### src/design/rej_pkg.sv
// Shared types and constants for the rotary encoder jog velocity core.
package rej_pkg;

  typedef enum logic [1:0] {
    REG_DEBOUNCE_MS = 2'd0,
    REG_DECAY_MS    = 2'd1,
    REG_STEP_ADD    = 2'd2,
    REG_DECAY_STEP  = 2'd3
  } reg_index_t;

  typedef logic signed [1:0] dir_t;

  localparam dir_t DIR_NONE = 2'sb00;
  localparam dir_t DIR_POS  = 2'sb01;
  localparam dir_t DIR_NEG  = 2'sb11;

  localparam logic [1:0] PINS_LOW  = 2'b00;
  localparam logic [1:0] PINS_HIGH = 2'b11;

  localparam int CFG_DATA_BITS = 12;
  localparam int TIMER_BITS    = 8;
  localparam int JOG_BITS      = 11;
  localparam int JOG_MAX       = 1023;
  localparam int JOG_MIN       = -1024;

  localparam logic [TIMER_BITS-1:0] TIMER_SAT = 8'hFF;

  localparam logic [7:0]  DEBOUNCE_MS_RST = 8'd2;
  localparam logic [7:0]  DECAY_MS_RST    = 8'd6;
  localparam logic [11:0] STEP_ADD_RST    = 12'h01C;
  localparam logic [11:0] DECAY_STEP_RST  = 12'd2;

endpackage

### src/design/rotary_encoder_jog_velocity_core.sv
// Quadrature encoder decoder with debounce, jog magnitude and decay, one item per tick.
// Each accepted input item has its result in the output register in the following cycle.
// Throughput: one item per cycle; the single output register sets this figure, and the
// input is stalled only while that register holds a result that is itself stalled.
// Reset: synchronous active-low rst_n clears decoder state, timers, magnitude and
// direction, and loads the configuration registers with their default values.
module rotary_encoder_jog_velocity_core #(
  parameter int MAGNITUDE_BITS = 12
) (
  input  logic                                  clk,
  input  logic                                  rst_n,
  input  logic                                  cfg_wr_en,
  input  logic [1:0]                            cfg_index,
  input  logic [rej_pkg::CFG_DATA_BITS-1:0]     cfg_data,
  input  logic                                  in_valid,
  output logic                                  in_stall,
  input  logic                                  in_pin_a,
  input  logic                                  in_pin_b,
  output logic                                  out_valid,
  input  logic                                  out_stall,
  output logic signed [1:0]                     out_step_dir,
  output logic signed [1:0]                     out_half_step_dir,
  output logic signed [rej_pkg::JOG_BITS-1:0]   out_jog_value
);

  localparam int SUM_BITS = ((MAGNITUDE_BITS > rej_pkg::CFG_DATA_BITS) ?
                             MAGNITUDE_BITS : rej_pkg::CFG_DATA_BITS) + 1;
  localparam int JW = (MAGNITUDE_BITS + 2 > rej_pkg::JOG_BITS + 1) ?
                      MAGNITUDE_BITS + 2 : rej_pkg::JOG_BITS + 1;
  localparam logic [SUM_BITS-1:0] MAG_MAX =
    SUM_BITS'((64'd1 << MAGNITUDE_BITS) - 64'd1);
  localparam logic signed [JW-1:0] JMAX = JW'(rej_pkg::JOG_MAX);
  localparam logic signed [JW-1:0] JMIN = JW'(rej_pkg::JOG_MIN);

  logic [7:0]                            debounce_ms_r;
  logic [7:0]                            decay_ms_r;
  logic [11:0]                           step_add_r;
  logic [11:0]                           decay_step_r;

  logic [1:0]                            prev_pins_r, prev_pins_nxt;
  logic                                  first_seen_r;
  logic [rej_pkg::TIMER_BITS-1:0]        debounce_count_r, debounce_count_nxt;
  logic [rej_pkg::TIMER_BITS-1:0]        decay_count_r, decay_count_nxt;
  logic [MAGNITUDE_BITS-1:0]             jog_magnitude_r, jog_magnitude_nxt;
  rej_pkg::dir_t                         last_dir_r, last_dir_nxt;

  logic                                  out_valid_r;
  rej_pkg::dir_t                         step_dir_r, step_dir_nxt;
  rej_pkg::dir_t                         half_dir_r, half_dir_nxt;
  logic signed [rej_pkg::JOG_BITS-1:0]   jog_value_r, jog_value_nxt;

  logic                                  in_accept;
  logic [1:0]                            pins;
  logic [1:0]                            prev_eff;
  logic [rej_pkg::TIMER_BITS-1:0]        debounce_inc;
  logic [rej_pkg::TIMER_BITS-1:0]        decay_inc;
  logic                                  debounce_exp;
  logic                                  pins_moved;
  logic [SUM_BITS-1:0]                   mag_ext;
  logic [SUM_BITS-1:0]                   mag_sum;
  logic [SUM_BITS-1:0]                   decay_ext;
  logic signed [JW-1:0]                  mag_signed;
  logic signed [JW-1:0]                  prod;
  logic signed [JW-1:0]                  shifted;

  assign in_stall  = out_valid_r && out_stall;
  assign in_accept = in_valid && !in_stall;
  assign out_valid = out_valid_r;
  assign out_step_dir      = step_dir_r;
  assign out_half_step_dir = half_dir_r;
  assign out_jog_value     = jog_value_r;

  always_comb begin
    pins     = {in_pin_b, in_pin_a};
    prev_eff = first_seen_r ? prev_pins_r : pins;

    debounce_inc = (debounce_count_r == rej_pkg::TIMER_SAT) ? rej_pkg::TIMER_SAT :
                   debounce_count_r + 1'b1;
    decay_inc    = (decay_count_r == rej_pkg::TIMER_SAT) ? rej_pkg::TIMER_SAT :
                   decay_count_r + 1'b1;

    debounce_exp = (debounce_inc >= debounce_ms_r);
    pins_moved   = debounce_exp && (prev_eff != pins);

    step_dir_nxt = rej_pkg::DIR_NONE;
    half_dir_nxt = rej_pkg::DIR_NONE;
    if (pins_moved) begin
      if (prev_eff == rej_pkg::PINS_HIGH) begin
        step_dir_nxt = in_pin_a ? rej_pkg::DIR_POS : rej_pkg::DIR_NEG;
        half_dir_nxt = step_dir_nxt;
      end else if (prev_eff == rej_pkg::PINS_LOW) begin
        step_dir_nxt = in_pin_b ? rej_pkg::DIR_POS : rej_pkg::DIR_NEG;
      end
    end

    prev_pins_nxt      = pins_moved ? pins : prev_eff;
    debounce_count_nxt = debounce_exp ? '0 : debounce_inc;

    mag_ext   = SUM_BITS'(jog_magnitude_r);
    mag_sum   = mag_ext + SUM_BITS'(step_add_r);
    decay_ext = SUM_BITS'(decay_step_r);

    jog_magnitude_nxt = jog_magnitude_r;
    decay_count_nxt   = decay_inc;
    last_dir_nxt      = last_dir_r;
    if (step_dir_nxt != rej_pkg::DIR_NONE) begin
      jog_magnitude_nxt = (mag_sum > MAG_MAX) ? MAG_MAX[MAGNITUDE_BITS-1:0] :
                          mag_sum[MAGNITUDE_BITS-1:0];
      last_dir_nxt      = step_dir_nxt;
    end else if (decay_inc >= decay_ms_r) begin
      decay_count_nxt   = '0;
      jog_magnitude_nxt = (mag_ext > decay_ext) ? MAGNITUDE_BITS'(mag_ext - decay_ext) : '0;
    end

    mag_signed = signed'(JW'(jog_magnitude_nxt));
    case (last_dir_nxt)
      rej_pkg::DIR_POS: prod = mag_signed;
      rej_pkg::DIR_NEG: prod = -mag_signed;
      default:          prod = '0;
    endcase
    shifted = prod >>> 2;

    if (shifted > JMAX) begin
      jog_value_nxt = JMAX[rej_pkg::JOG_BITS-1:0];
    end else if (shifted < JMIN) begin
      jog_value_nxt = JMIN[rej_pkg::JOG_BITS-1:0];
    end else begin
      jog_value_nxt = shifted[rej_pkg::JOG_BITS-1:0];
    end
  end

  always_ff @(posedge clk) begin
    if (!rst_n) begin
      debounce_ms_r <= rej_pkg::DEBOUNCE_MS_RST;
      decay_ms_r    <= rej_pkg::DECAY_MS_RST;
      step_add_r    <= rej_pkg::STEP_ADD_RST;
      decay_step_r  <= rej_pkg::DECAY_STEP_RST;
    end else if (cfg_wr_en) begin
      case (rej_pkg::reg_index_t'(cfg_index))
        rej_pkg::REG_DEBOUNCE_MS: debounce_ms_r <= cfg_data[7:0];
        rej_pkg::REG_DECAY_MS:    decay_ms_r    <= cfg_data[7:0];
        rej_pkg::REG_STEP_ADD:    step_add_r    <= cfg_data[11:0];
        rej_pkg::REG_DECAY_STEP:  decay_step_r  <= cfg_data[11:0];
        default: ;
      endcase
    end
  end

  always_ff @(posedge clk) begin
    if (!rst_n) begin
      prev_pins_r      <= '0;
      first_seen_r     <= 1'b0;
      debounce_count_r <= '0;
      decay_count_r    <= '0;
      jog_magnitude_r  <= '0;
      last_dir_r       <= rej_pkg::DIR_NONE;
      out_valid_r      <= 1'b0;
    end else begin
      if (in_accept) begin
        prev_pins_r      <= prev_pins_nxt;
        first_seen_r     <= 1'b1;
        debounce_count_r <= debounce_count_nxt;
        decay_count_r    <= decay_count_nxt;
        jog_magnitude_r  <= jog_magnitude_nxt;
        last_dir_r       <= last_dir_nxt;
        out_valid_r      <= 1'b1;
      end else if (!out_stall) begin
        out_valid_r      <= 1'b0;
      end
    end
  end

  always_ff @(posedge clk) begin
    if (in_accept) begin
      step_dir_r  <= step_dir_nxt;
      half_dir_r  <= half_dir_nxt;
      jog_value_r <= jog_value_nxt;
    end
  end

  a_half_matches_step: assert property (@(posedge clk) disable iff (!rst_n)
    out_valid_r && (half_dir_r != rej_pkg::DIR_NONE) |-> (half_dir_r == step_dir_r))
    else $error("half step direction disagrees with full step direction");

  a_first_item_no_step: assert property (@(posedge clk) disable iff (!rst_n)
    in_accept && !first_seen_r |=> (step_dir_r == rej_pkg::DIR_NONE))
    else $error("first item produced a step");

  a_jog_sign: assert property (@(posedge clk) disable iff (!rst_n)
    out_valid_r && (jog_value_r < 0) |-> (last_dir_r == rej_pkg::DIR_NEG))
    else $error("negative jog value without negative direction");

  a_step_sets_dir: assert property (@(posedge clk) disable iff (!rst_n)
    in_accept && (step_dir_nxt != rej_pkg::DIR_NONE) |=> (last_dir_r == step_dir_r))
    else $error("last direction not updated by step");

endmodule

### config.mk
export PLATFORM = sky130hd
export DESIGN_NAME = rotary_encoder_jog_velocity_core
export DESIGN_NICKNAME = d
export VERILOG_FILES = /design/src/design/rej_pkg.sv /design/src/design/rotary_encoder_jog_velocity_core.sv
export SDC_FILE = /design/constraint.sdc
export NUM_CORES = 1
export LEC_CHECK = 0
export ABC_AREA = 1
export BUFFER_PORTS_ARGS = -buffer_cell sky130_fd_sc_hd__buf_4
export CORE_AREA = 2 2 119 121
export DETAILED_ROUTE_END_ITERATION = 12
export DIE_AREA = 0 0 121 123
export SKIP_CTS_REPAIR_TIMING = 1
export SYNTH_ARGS = -nofsm -noshare
export SYNTH_HDL_FRONTEND = slang
export SYNTH_SLANG_ARGS = --single-unit
export TNS_END_PERCENT = 5
### constraint.sdc
create_clock -name clk -period 3.7 [get_ports clk]
set_input_delay 0.74 -clock clk [delete_from_list [all_inputs] [get_ports clk]]
set_output_delay 0.74 -clock clk [all_outputs]
set_load 0.1 [all_outputs]
==> impl_table.tex <==
\begin{tabular}{lr}
\hline
Metric & Value \\
\hline
\multicolumn{2}{l}{\textbf{Yosys}} \\
Netlist cell types & 38 \\
Number of instances in the synthesized netlist & 867 \\
Most used standard cells in the synthesized netlist & nand2\_1 (194), inv\_1 (125), a21oi\_1 (79) \\
Netlist area before placement & 6010 um2 \\
Number of enable-type register cells in the synthesized netlist & 15 \\
Synth Warn \# & 0 \\
Number of flip-flops and latches in the synthesized netlist & 89 \\
Area fraction of the dominant cell type after synthesis & 24.6\% \\
Leading area contributor after synthesis & dfxtp\_1 \\
Ranking of synthesized cells by area & dfxtp\_1 (25\%), nand2\_1 (12\%), ha\_1 (9.2\%), inv\_1 (7.8\%), edfxtp\_1 (7.5\%) \\
Number of nets in the synthesized netlist & 934 \\
Most common cell in the netlist & nand2\_1 \\
Syn\_area\_per\_cell & 6.93 um2 \\
Most used flip-flop cell after synthesis & dfxtp\_1 \\
Post-synth ARST share & 0\% \\
Sequential cell area fraction in the yosys report & 32.1\% \\
\multicolumn{2}{l}{\textbf{Floorplan}} \\
Core Area & 13,600 um2 \\
Count of pins on the block boundary & 38 \\
Die width & 121 um \\
Full die area & 14,900 um2 \\
Height of the chip & 123 um \\
Standard-cell row count & 43 \\
Effective utilization at floorplan & 44.2\% \\
\multicolumn{2}{l}{\textbf{STA}} \\
Max-slew headroom & 44.0\% \\
Setup Total Neg Slack & 0 ns \\
Worst clock skew on the final layout & 0.0115 ns \\
Transition time of the tightest slew-check pin & 0.839 ns \\
Hold Fails Final Rpt & 0 \\
Finish-stage setup viols & 0 \\
Final Critical Period & 3.35 ns \\
Setup slack of the critical path after layout & 0.349 ns \\
RSZ-0062 raised after global routing & no \\
Share of the clock period used by the worst path & 90.6\% \\
Max Clock Freq & 298 MHz \\
Number of slew-limit violations in the final report & 0 \\
\multicolumn{2}{l}{\textbf{Place}} \\
I/O Buffers & 37 \\
Setup slack after placement & 0.112 ns \\
GPL Wtd Cong & 0.862 \\
Placed cell count & 1,074 \\
Final HPWL from detailed placement & 10,900 um \\
\multicolumn{2}{l}{\textbf{GRT}} \\
Global-route total usage across every layer & 20.4\% \\
Via count of the first global-routing pass & 4,934 \\
Global-route wire length before repair & 24,000 um \\
Largest net degree at the start of global routing & 53 \\
Antenna violations before repair & 0 \\
Residual overflow from global routing & 0 \\
\multicolumn{2}{l}{\textbf{Detailed routing}} \\
Average wire per cell in the routed design & 13.1 um \\
TritonRoute pass-1 iters & 4 \\
Detailed Route WL & 14,300 um \\
Final ANT Viol Nets & 0 \\
Via density per instance & 4.96 \\
Residual DRC count & 0 \\
Via total after detailed routing & 5,417 \\
Number of DRC markers in iteration 0 & 258 \\
\multicolumn{2}{l}{\textbf{Final layout}} \\
Flip-flop and latch area & 1930 um2 \\
Share of final-layout standard cells stronger than drive strength 1 & 13.9\% \\
Number of fillers in the final layout & 1,396 \\
Combined area of the multi-input logic cells & 3530 um2 \\
Core Util, Final & 50.6\% \\
Number of inserted diodes & 0 \\
Net total in the final layout & 974 \\
Fin cells & 1,092 \\
Layout overhead on the synthesized area & 14.6\% \\
\multicolumn{2}{l}{\textbf{Worst hold path}} \\
Cell count of the worst hold path & 2 \\
Hold/Removal Path Class & reg2reg \\
\multicolumn{2}{l}{\textbf{Critical path}} \\
Library cell contributing the largest single delay on the critical path & dfxtp\_1 \\
Worst-path cell chain & ha\_1 > nand3\_1 > nor3b\_2 > nand2\_1 > nor2\_4 > inv\_1 > nand2\_1 > ha\_1 > nand2\_1 > inv\_1 > nand2\_1 > nand2\_1 > nand2\_1 > nand3\_4 > o211ai\_4 > buf\_6 > nand3\_1 > nand2\_2 > nand2\_1 > nor2\_2 > nand3b\_1 > nand3\_1 > nand2\_1 \\
Delay contributed by the slowest stage of the critical path & 0.35 ns \\
Number of cells on the critical path & 23 \\
Critical path data arrival time & 3.47 ns \\
Max FO, Critical Path & 6 \\
Worst setup SP type & flop \\
Critical path capture point type & flop \\
Number of cells traversed by the worst register-to-register path & 23 \\
Kind of critical path & reg2reg \\
Worst path most repeated cell & nand2\_1 \\
Family of cells with the greatest summed delay on the critical path & simple AND/OR/NAND/NOR gates \\
Worst path required time & 3.82 ns \\
Crit path buffers/inverters & 3 \\
\multicolumn{2}{l}{\textbf{Clock network}} \\
Clock slew at the register clock pins of the worst setup and hold paths & 0.07 ns \\
Number of sinks driven by the clock tree & 89 \\
Number of buffers inserted during clock tree synthesis & 9 \\
Clock root buffer master & clkbuf\_16 \\
Buffer levels on the longest clock path & 2 \\
H-tree lvl count & 3 \\
Later-pin clock latency in the skew report & 0.36 ns \\
CTS tree & built \\
\multicolumn{2}{l}{\textbf{Power}} \\
Worst vdd rail ir drop & 0.221 mV \\
Power per cell area & 451 nW/um2 \\
Power consumption & 0.00310 W \\
Leakage power total & 3.37 nW \\
\multicolumn{2}{l}{\textbf{Outcome}} \\
Outcome & finished clean \\
\multicolumn{2}{l}{\textbf{Job}} \\
Count of maximum capacitance violations & 0 \\
\hline
\end{tabular}
==> placed cells by master, fill, tap and decap left out, drive strengths merged <==
master	synthesis	routed
ha	44	44
o21ai	69	69
a22oi	5	5
fa	2	2
or2	6	6
bufinv	0	1
inv	129	134
clkinv	1	1
a21oi	79	79
nand3b	3	3
edfxtp	15	15
xnor2	2	2
nand4	17	17
clkbuf	18	10
nand2	214	214
o21bai	3	3
nor3b	2	2
xor2	14	14
dfxtp	74	74
buf	3	50
nor2	76	76
a21o	4	4
nand3	77	77
and2	1	1
nor3	5	5
o211ai	4	4
==> report_power, final <==
part | internal (W) | switching (W) | leakage (nW) | total (W)
Combinational | 0.000322 | 0.000681 | 2.45 | 0.00100
Sequential | 0.00105 | 0.0000414 | 0.758 | 0.00109
Clock | 0.000579 | 0.000430 | 0.162 | 0.00101
Total | 0.00195 | 0.00115 | 3.37 | 0.00310
==> worst paths after layout <==
kind	from	slack, ns	endpoint
setup / recovery	debounce_count_r[1]	0.35	out_jog_value[7]
hold / removal	decay_step_r[8]	0.46	decay_step_r[8]
setup reg to reg	debounce_count_r[1]	0.35	out_jog_value[7]
hold reg to reg	decay_step_r[8]	0.46	decay_step_r[8]
==> sequential cells by signal (all words and copies together), names as in the netlist <==
name and flops:
decay_step_r 12, jog_magnitude_r 12, step_add_r 12, out_jog_value 11, debounce_count_r 8, debounce_ms_r 8, decay_count_r 8, decay_ms_r 8
last_dir_r 2, out_half_step_dir 2, out_step_dir 2, prev_pins_r 2, first_seen_r 1, out_valid 1
==> worst register-to-register path, delay by kind of cell, from the launching register on <==
family,cells,cell delay (ns)
flip-flops,1,0.35
adder cells (fa/ha/maj),2,0.43
AO/OA/AOI/OAI,1,0.16
buffers and inverters,3,0.31
AND/OR/NAND/NOR,17,1.89
==> cell type report <==
type | instances | area share [%]
multi-input cells | 627 | 51.3
clock buffers | 10 | 3.63
well taps | 180 | 3.27
clock inverters | 6 | 1.11
repair buffers | 50 | 5.56
flip-flops and latches | 89 | 28.1
inverters | 130 | 7.09
==> logic make-up after synthesis <==
group                      count (synthesis)  share of synthesized area (%)
and+or+nand+nor                          401                           31.3
AOI/OAI and AO/OA                        164                           14.6
buffers and inverters                    151                           9.80
DFF                                       89                           32.1
adders and majority gates                 46                           9.83
xor gates and xnor gates                  16                           2.33
==> per-stage QoR <==
step                      hold WS, ns  instance area, um2
after floorplan                 0.435                6010
after global placement          0.456                6500
after detailed placement        0.456                6500
after CTS                       0.466                6830
after global routing            0.486                6890
final                           0.462                6890
==> layer usage <==
| layer | share of wire (%) | GRT usage, % | vias up |
|---|---|---|---|
| met2 | 42 | 30.1 | 93 |
| met4 | 1.6 | 8.07 | 0 |
| met1 | 53 | 29.9 | 2396 |
| met5 | 0 | 0 | - |
| li1 | - | - | 2913 |
| met3 | 3.9 | 2.81 | 15 |
Power figures use the tool's default switching activity.
